**config.mk**
```make
export PLATFORM = sky130hd
export DESIGN_NAME = fnv1a_splitmix_noise_hash
export DESIGN_NICKNAME = d
export VERILOG_FILES = /design/src/design/fnvsm_pkg.sv /design/src/design/fnv1a_splitmix_noise_hash.sv /design/src/design/fnvsm_dp.sv /design/src/design/fnvsm_ctrl.sv
export SDC_FILE = /design/constraint.sdc
export NUM_CORES = 2
export LEC_CHECK = 0
export ABC_AREA = 1
export BUFFER_PORTS_ARGS = -buffer_cell sky130_fd_sc_hd__buf_2
export CAP_MARGIN = 20
export CORE_AREA = 2 2 600 602
export CTS_BUF_LIST = sky130_fd_sc_hd__clkbuf_8 sky130_fd_sc_hd__clkbuf_16
export CTS_CLUSTER_DIAMETER = 150
export DETAILED_ROUTE_END_ITERATION = 10
export DIE_AREA = 0 0 602 604
export PLACE_DENSITY_LB_ADDON = 0.2
export SLEW_MARGIN = 20
export SYNTH_ARGS = -nofsm -noshare
export SYNTH_HDL_FRONTEND = slang
export SYNTH_HIERARCHICAL = 1
export SYNTH_SLANG_ARGS = --single-unit
```
**constraint.sdc**
```tcl
create_clock -name clk -period 10 [get_ports clk]
set_input_delay 1 -clock clk [delete_from_list [all_inputs] [get_ports clk]]
set_output_delay 1 -clock clk [all_outputs]
set_load 0.01 [all_outputs]
```
**src/design/fnvsm_pkg.sv**
```systemverilog
`default_nettype none
// ----------------------------------------------------------------------------
// fnvsm_pkg
// Shared types and constants for the FNV-1a / splitmix64 noise hash block.
// ----------------------------------------------------------------------------
package fnvsm_pkg;

  // Hash constants
  localparam logic [63:0] FNV_BASIS = 64'hcbf29ce484222325;
  localparam logic [63:0] MIX_K1    = 64'hBF58476D1CE4E5B9;
  localparam logic [63:0] MIX_K2    = 64'h94D049BB133111EB;

  // Date packing and amplitude
  localparam int unsigned PACK_W      = 28;
  localparam int unsigned YEAR_SCALE  = 10000;
  localparam int unsigned MONTH_SCALE = 100;
  localparam logic [16:0] AMP_ONE     = 17'd65536;

  // Input command codes
  localparam logic [1:0] CMD_EVENT   = 2'd0;
  localparam logic [1:0] CMD_COUNTRY = 2'd1;
  localparam logic [1:0] CMD_FINISH  = 2'd2;
  localparam logic [1:0] CMD_NONE    = 2'd3;

  // Status codes
  localparam logic [2:0] ST_OK            = 3'd0;
  localparam logic [2:0] ST_EMPTY_EVENT   = 3'd1;
  localparam logic [2:0] ST_EMPTY_COUNTRY = 3'd2;
  localparam logic [2:0] ST_AMP_RANGE     = 3'd3;
  localparam logic [2:0] ST_ORDER         = 3'd4;

  // Datapath operations
  typedef enum logic [3:0] {
    DP_NOP,
    DP_FOLD_IN,
    DP_FOLD_ZERO,
    DP_FOLD_REG,
    DP_FOLD_PACK,
    DP_XS30,
    DP_XS27,
    DP_XS31,
    DP_MUL0,
    DP_MUL1,
    DP_MUL2,
    DP_MUL3,
    DP_NOISE
  } dp_op_t;

  // Controller to datapath
  typedef struct packed {
    dp_op_t     op;
    logic       ksel;      // 0: first mix constant, 1: second
    logic       capture;   // latch byte, date and amplitude of the input word
    logic       load_out;  // load the result registers
    logic       clear;     // return the running hash to the basis
    logic [2:0] code;      // status of the result being loaded
  } dp_cmd_t;

  // Datapath to controller
  typedef struct packed {
    logic amp_over;        // input amplitude above 1.0
  } dp_stat_t;

endpackage
`default_nettype wire

```
**src/design/fnv1a_splitmix_noise_hash.sv**
```systemverilog
`default_nettype none
// ----------------------------------------------------------------------------
// fnv1a_splitmix_noise_hash
// FNV-1a 64 hash of event and country strings and a date, finished with the
// splitmix64 mixer, giving the hash and a signed Q.31 noise sample.
// ----------------------------------------------------------------------------
//   channel  direction  handshake            word
//   in       input      in_valid / in_ready  cmd, byte_value, year, month,
//                                            day, amplitude
//   out      output     out_valid/out_ready  status, noise, hash_value
//
// An in-order string byte is folded as it is accepted; the first country
// byte first folds the zero separator, then the byte itself in its own state,
// while input is not ready. A finish word runs these steps before the next
// word is accepted: eight date folds, three xorshift steps, two 64-bit
// multiplies on the shared 32x32 multiplier, one noise multiply and one
// result load. The result load waits while an earlier result is still held
// on the output. Reset clears the running hash to the FNV basis and all
// flags; no result is pending.
module fnv1a_splitmix_noise_hash
  import fnvsm_pkg::*;
(
  input  wire logic          clk,
  input  wire logic          rst,
  input  wire logic          in_valid,
  output logic               in_ready,
  input  wire logic [1:0]    cmd,
  input  wire logic [7:0]    byte_value,
  input  wire logic [13:0]   year,
  input  wire logic [3:0]    month,
  input  wire logic [4:0]    day,
  input  wire logic [16:0]   amplitude,
  output logic               out_valid,
  input  wire logic          out_ready,
  output logic [2:0]         status,
  output logic signed [31:0] noise,
  output logic [63:0]        hash_value
);

  dp_cmd_t  ctl;
  dp_stat_t stat;

  fnvsm_ctrl u_ctrl (
    .clk       (clk),
    .rst       (rst),
    .in_valid  (in_valid),
    .in_ready  (in_ready),
    .cmd       (cmd),
    .out_valid (out_valid),
    .out_ready (out_ready),
    .ctl       (ctl),
    .stat      (stat)
  );

  fnvsm_dp u_dp (
    .clk        (clk),
    .rst        (rst),
    .ctl        (ctl),
    .stat       (stat),
    .byte_value (byte_value),
    .year       (year),
    .month      (month),
    .day        (day),
    .amplitude  (amplitude),
    .status     (status),
    .noise      (noise),
    .hash_value (hash_value)
  );

endmodule
`default_nettype wire

```
**src/design/fnvsm_dp.sv**
```systemverilog
`default_nettype none
// ----------------------------------------------------------------------------
// fnvsm_dp
// Datapath: running FNV-1a hash, date packing, shared 32x32 multiplier for
// the splitmix64 finalizer, noise scaling and the result registers.
// ----------------------------------------------------------------------------
module fnvsm_dp
  import fnvsm_pkg::*;
(
  input  wire logic                clk,
  input  wire logic                rst,
  input  wire dp_cmd_t             ctl,
  output dp_stat_t                 stat,
  input  wire logic [7:0]          byte_value,
  input  wire logic [13:0]         year,
  input  wire logic [3:0]          month,
  input  wire logic [4:0]          day,
  input  wire logic [16:0]         amplitude,
  output logic [2:0]               status,
  output logic signed [31:0]       noise,
  output logic [63:0]              hash_value
);

  logic [63:0]        h;
  logic [63:0]        h_next;
  logic [7:0]         byte_reg;
  logic [PACK_W-1:0]  pack;
  logic [PACK_W-1:0]  pack_in;
  logic [16:0]        amp;
  logic [63:0]        prod;
  logic [31:0]        lo;
  logic [31:0]        hi;
  logic [31:0]        mul_a;
  logic [31:0]        mul_b;
  logic [63:0]        kmix;
  logic [7:0]         fold_b;
  logic [63:0]        fx;
  logic [63:0]        folded;
  logic signed [49:0] nprod;
  logic signed [31:0] centered;

  assign stat.amp_over = (amplitude > AMP_ONE);

  // Pack the date as year*10000 + month*100 + day
  assign pack_in = PACK_W'(year) * PACK_W'(YEAR_SCALE)
                 + PACK_W'(month) * PACK_W'(MONTH_SCALE)
                 + PACK_W'(day);

  // Pick the byte to fold
  always_comb begin
    case (ctl.op)
      DP_FOLD_IN:   fold_b = byte_value;
      DP_FOLD_REG:  fold_b = byte_reg;
      DP_FOLD_PACK: fold_b = pack[7:0];
      default:      fold_b = 8'd0;
    endcase
  end

  // FNV-1a step; the prime is 2^40 + 0x1b3, so the multiply is shift-add
  assign fx = h ^ {56'd0, fold_b};
  assign folded = (fx << 40) + (fx << 8) + (fx << 7) + (fx << 5)
                + (fx << 4) + (fx << 1) + fx;

  // Shared multiplier operands: low 64 bits of h * k from three partials
  assign kmix  = ctl.ksel ? MIX_K2 : MIX_K1;
  assign mul_a = (ctl.op == DP_MUL1) ? h[63:32] : h[31:0];
  assign mul_b = (ctl.op == DP_MUL2) ? kmix[63:32] : kmix[31:0];

  // Offset the top half by 2^31 to get a signed sample
  assign centered = $signed({~h[63], h[62:32]});

  // Next running hash
  always_comb begin
    case (ctl.op)
      DP_FOLD_IN,
      DP_FOLD_ZERO,
      DP_FOLD_REG,
      DP_FOLD_PACK: h_next = folded;
      DP_XS30:      h_next = h ^ (h >> 30);
      DP_XS27:      h_next = h ^ (h >> 27);
      DP_XS31:      h_next = h ^ (h >> 31);
      DP_MUL3:      h_next = {hi + prod[31:0], lo};
      default:      h_next = h;
    endcase
  end

  // Hold the running hash
  always_ff @(posedge clk) begin
    if (rst || ctl.clear) begin
      h <= FNV_BASIS;
    end else begin
      h <= h_next;
    end
  end

  // Capture, multiply, accumulate and load results
  always_ff @(posedge clk) begin
    if (ctl.capture) begin
      byte_reg <= byte_value;
      pack     <= pack_in;
      amp      <= amplitude;
    end else if (ctl.op == DP_FOLD_PACK) begin
      pack <= pack >> 8;
    end
    prod <= {32'd0, mul_a} * {32'd0, mul_b};
    if (ctl.op == DP_MUL1) begin
      lo <= prod[31:0];
      hi <= prod[63:32];
    end else if (ctl.op == DP_MUL2) begin
      hi <= hi + prod[31:0];
    end
    if (ctl.op == DP_NOISE) begin
      nprod <= 50'(centered) * 50'($signed({1'b0, amp}));
    end
    if (ctl.load_out) begin
      status <= ctl.code;
      if (ctl.code == ST_OK) begin
        hash_value <= h;
        noise      <= nprod[47:16];
      end else begin
        hash_value <= 64'd0;
        noise      <= 32'sd0;
      end
    end
  end

endmodule
`default_nettype wire

```
**src/design/fnvsm_ctrl.sv**
```systemverilog
`default_nettype none
// ----------------------------------------------------------------------------
// fnvsm_ctrl
// Controller: accepts input words, tracks string order flags, sequences the
// date fold, finalizer and noise steps, and owns the output handshake.
// ----------------------------------------------------------------------------
module fnvsm_ctrl
  import fnvsm_pkg::*;
(
  input  wire logic       clk,
  input  wire logic       rst,
  input  wire logic       in_valid,
  output logic            in_ready,
  input  wire logic [1:0] cmd,
  output logic            out_valid,
  input  wire logic       out_ready,
  output dp_cmd_t         ctl,
  input  wire dp_stat_t   stat
);

  typedef enum logic [4:0] {
    S_IDLE, S_SEP, S_DATE, S_XS_A,
    S_MA0, S_MA1, S_MA2, S_MA3, S_XS_B,
    S_MB0, S_MB1, S_MB2, S_MB3, S_XS_C,
    S_NOISE, S_OUT
  } state_t;

  state_t     state;
  state_t     state_next;
  logic       saw_event;
  logic       saw_country;
  logic       order_fault;
  logic [2:0] code;
  logic [2:0] code_next;
  logic [2:0] cnt;
  logic       accept;
  logic       slot_free;

  assign in_ready  = (state == S_IDLE);
  assign accept    = in_valid && in_ready;
  assign slot_free = !out_valid || out_ready;

  // Status of a finish word, lowest error code first; OK when none applies
  always_comb begin
    if (!saw_event) begin
      code_next = ST_EMPTY_EVENT;
    end else if (!saw_country) begin
      code_next = ST_EMPTY_COUNTRY;
    end else if (stat.amp_over) begin
      code_next = ST_AMP_RANGE;
    end else if (order_fault) begin
      code_next = ST_ORDER;
    end else begin
      code_next = ST_OK;
    end
  end

  // Decode commands and next state
  always_comb begin
    ctl          = '0;
    ctl.op       = DP_NOP;
    ctl.code     = code;
    state_next   = state;
    case (state)
      S_IDLE: begin
        ctl.capture = accept;
        if (accept) begin
          case (cmd)
            CMD_EVENT: begin
              if (!saw_country) ctl.op = DP_FOLD_IN;
            end
            CMD_COUNTRY: begin
              if (saw_country) begin
                ctl.op = DP_FOLD_IN;
              end else begin
                ctl.op     = DP_FOLD_ZERO;
                state_next = S_SEP;
              end
            end
            CMD_FINISH: state_next = S_DATE;
            default:    state_next = S_IDLE;
          endcase
        end
      end
      S_SEP:   begin ctl.op = DP_FOLD_REG;  state_next = S_IDLE; end
      S_DATE: begin
        ctl.op = DP_FOLD_PACK;
        if (cnt == 3'd7) state_next = S_XS_A;
      end
      S_XS_A:  begin ctl.op = DP_XS30; state_next = S_MA0; end
      S_MA0:   begin ctl.op = DP_MUL0; state_next = S_MA1; end
      S_MA1:   begin ctl.op = DP_MUL1; state_next = S_MA2; end
      S_MA2:   begin ctl.op = DP_MUL2; state_next = S_MA3; end
      S_MA3:   begin ctl.op = DP_MUL3; state_next = S_XS_B; end
      S_XS_B:  begin ctl.op = DP_XS27; state_next = S_MB0; end
      S_MB0:   begin ctl.op = DP_MUL0; ctl.ksel = 1'b1; state_next = S_MB1; end
      S_MB1:   begin ctl.op = DP_MUL1; ctl.ksel = 1'b1; state_next = S_MB2; end
      S_MB2:   begin ctl.op = DP_MUL2; ctl.ksel = 1'b1; state_next = S_MB3; end
      S_MB3:   begin ctl.op = DP_MUL3; ctl.ksel = 1'b1; state_next = S_XS_C; end
      S_XS_C:  begin ctl.op = DP_XS31; state_next = S_NOISE; end
      S_NOISE: begin ctl.op = DP_NOISE; state_next = S_OUT; end
      S_OUT: begin
        if (slot_free) begin
          ctl.load_out = 1'b1;
          ctl.clear    = 1'b1;
          state_next   = S_IDLE;
        end
      end
      default: state_next = S_IDLE;
    endcase
  end

  // Hold state, flags and the output valid
  always_ff @(posedge clk) begin
    if (rst) begin
      state       <= S_IDLE;
      saw_event   <= 1'b0;
      saw_country <= 1'b0;
      order_fault <= 1'b0;
      out_valid   <= 1'b0;
      code        <= ST_OK;
      cnt         <= 3'd0;
    end else begin
      state <= state_next;
      if (accept) begin
        case (cmd)
          CMD_EVENT: begin
            if (saw_country) order_fault <= 1'b1;
            else saw_event <= 1'b1;
          end
          CMD_COUNTRY: saw_country <= 1'b1;
          CMD_FINISH: begin
            code <= code_next;
            cnt  <= 3'd0;
          end
          default: cnt <= cnt;
        endcase
      end
      if (state == S_DATE) cnt <= cnt + 3'd1;
      // Drop the word once taken, raise it on a new result
      if (ctl.load_out) begin
        out_valid   <= 1'b1;
        saw_event   <= 1'b0;
        saw_country <= 1'b0;
        order_fault <= 1'b0;
      end else if (out_ready) begin
        out_valid <= 1'b0;
      end
    end
  end

endmodule
`default_nettype wire
```
==> impl_results.md <==
* Multi-input combinational cell area at 60,600 µm²
* Hold Path Class: flip-flop to flip-flop
* Most frequent cells in the layout: inv_1 (2,674), nand2_1 (1,812), fa_1 (1,594), nor2_1 (852), ha_1 (693)
* Layout Nets at 12,600
* Yosys reg bits at 390
* Pre-CTS WS at -116 ps
* Actual slew at the worst max-slew pin at 999 ps
* RSZ-0062 raised after global routing: yes
* Commonest non-fill, non-tap cell in the layout: inv_1
* CTS buffer count at 49
* GR Overflow Total at 0
* RR Startpoint: u_ctrl/state[0]
* Final hold vios at 0
* Non-filler cells, final at 15,100
* Clock-pin transition on the worst setup and hold timing paths at 60 ps
* Drt total wl at 340,000 µm
* Clock Sinks at 390
* Clk buf depth at 3
* Status: complete, no violations
* Final Skew at 28.3 ps
* Worst setup EP type: flip-flop
* Top flop regs: u_dp/h: 64 flops, u_dp/hash_value: 64 flops, u_dp/prod: 64 flops
* Flop-to-flop setup slack at 360 ps
* Largest net degree at the start of global routing at 69
* Largest stage delay on the critical path at 590 ps
* Worst slew margin at 0.331
* Bufs and invs on worst path at 14
* Initial antenna violation count at 15
* Most frequent CP cell: fa_1
* RR Endpoint: u_dp/prod[51]
* Vias in the first global route at 70,300
* # Post-CTS Setup Buffers at 0
* Via count at 65,400
* Hold Crit Depth at 0
* Layout area overhead at 13.2%
* GR met1 Demand/Resource at 0.249
* Placed Cells at 15,000
* CP Class: flip-flop to flip-flop
* Chip width at 602 µm
* Met3 usage at 0.0140
* H-tree depth at 2
* Sequential-to-total area share from yosys stat at 0.126
* Fmax at 104 MHz
* Hpwl dp at 290,000 µm
* Drt wl/cell at 22.6 µm
* CTS tree: built
* Clock root buffer: clkbuf_16
* Gr usage total at 0.188
* CP max-delay cell: fa_1
* GPL Wtd Cong at 0.966
* GR peak layer: met2
* Post-CTS resize count at 0
* First-pass GRT wire length at 498,000 µm
* Remaining DRCs at 0
* Async SR Flop Fraction at 0
* Crit path launch type: flip-flop
* Syn Inst Count at 9,906
* # rows at 220
* Fillers at 39,400
* Worst Path Required at 10,570 ps
* Mapped Nets at 12,200
* Storage element area at 10,300 µm²
* Synthesized area at 81,900 µm²
* Vias per inst at 4.34
* Hold wc startpoint: u_ctrl/code[1]
* Share of cells above drive strength 1 at 0.0747
* Tmin final at 9640 ps
* Worst reg-to-reg path cell count at 38
* Post-synth top flop: edfxtp_1
* Post-synth EDFFs at 248
* Crit path max-delay family: adder cells
* Crit path DAT at 10,210 ps
* Initial Utilization at 0.229
* I/O Buffers at 154
* Yosys warnings at 6
* # IOs at 155
* Final worst slack at 356 ps
* CORE AREA at 358,000 µm²
* Average size of a mapped cell at 8.26 µm²
* Die area at 364,000 µm²
* Antenna Nets Post-Route at 0
* DR iter-0 viols at 4,590
* Hold endpoint: u_dp/status[1]
* Max Cap Violations at 0
* Die Span Y at 604 µm
* DRT Pass-1 Iters at 8
* Max-slew violations at 0
* Hold_buf cts at 0
* Worst-Skew Late Latency at 670 ps
* Final period util at 0.964
* Post-synth cell types at 63
* Met2 Usage GRT at 0.324
* Final setup vio count at 0
* CP max FO at 33
## cell usage after synthesis (8+ instances only)
| cell | n | area [µm²] |
|---|---|---|
| xnor2_1 | 78 | 683 |
| nor2_2 | 13 | 81.3 |
| nor2_1 | 860 | 3230 |
| buf_1 | 43 | 161 |
| a21o_1 | 26 | 195 |
| a2111oi_0 | 8 | 70.1 |
| o21ai_0 | 287 | 1440 |
| a21boi_0 | 15 | 113 |
| o21ai_1 | 28 | 140 |
| fa_1 | 1594 | 31900 |
| a21oi_1 | 350 | 1750 |
| nand2_1 | 1814 | 6810 |
| xor2_1 | 133 | 1160 |
| nand3b_1 | 24 | 180 |
| clkbuf_1 | 186 | 698 |
| a221oi_1 | 19 | 166 |
| a31oi_1 | 40 | 250 |
| o21ai_2 | 11 | 96.3 |
| buf_2 | 32 | 160 |
| nor3_1 | 40 | 200 |
| inv_1 | 2672 | 10000 |
| dfxtp_1 | 142 | 2840 |
| inv_2 | 17 | 63.8 |
| ha_1 | 694 | 8680 |
| o22ai_1 | 36 | 225 |
| o221ai_1 | 14 | 123 |
| or2_2 | 18 | 113 |
| nand4_1 | 71 | 444 |
| nand3_1 | 248 | 1240 |
| nor4_1 | 16 | 100 |
| edfxtp_1 | 248 | 7450 |
| o21bai_1 | 49 | 368 |
## layer usage
metal  share of wire  up-vias
met5        0.000079        -
met4           0.037        4
met3           0.037      306
met2            0.48     1585
met1            0.44    33300
li1                -    30200
## logic make-up after synthesis
family,Yosys count,share of synthesized area
AO/OA/AOI/OAI,931,0.0656
AND/OR/NAND/NOR,3125,0.154
buffers and inverters,2961,0.137
adder cells (fa/ha/maj),2288,0.496
flip-flops,390,0.126
XOR/XNOR,211,0.0226
## worst max-delay path by stage
stage	end	startpoint	cells past startpoint
6_report	u_dp/prod[51]	u_ctrl/state[0]	38
3_3_place_gp	u_dp/prod[41]	cmd[0]	33
2_1_floorplan	u_dp/prod[39]	in_valid	37
4_1_cts	u_dp/prod[51]	u_ctrl/state[0]	33
5_1_grt	u_dp/prod[51]	u_ctrl/state[3]	38
3_5_place_dp	u_dp/prod[51]	cmd[0]	33
## metrics by stage
| step | utilization | setup TNS [ps] | cell area [µm²] | hold WS [ps] |
|---|---|---|---|---|
| global placement | 0.254 | -409 | 90800 | 449 |
| floorplan | - | 0 | 81900 | 415 |
| global route | 0.259 | -71.9 | 92700 | 476 |
| detailed placement | 0.254 | -267 | 90800 | 451 |
| CTS | 0.259 | 0 | 92600 | 465 |
| finish | 0.259 | 0 | 92700 | 461 |
## final cells by class
| type | count | area share |
|---|---|---|
| Clock buffer | 58 | 0.0148 |
| Inverter | 2695 | 0.109 |
| Antenna cell | 10 | 0.000270 |
| Tap cell | 4773 | 0.0644 |
| Clock inverter | 34 | 0.00499 |
| Multi-Input combinational cell | 6555 | 0.653 |
| Sequential cell | 390 | 0.111 |
| Timing Repair Buffer | 539 | 0.0418 |
Power is left out: the tool's default activity adds up to more than one toggle a clock period on the data nets, which glitch-free logic cannot reach.
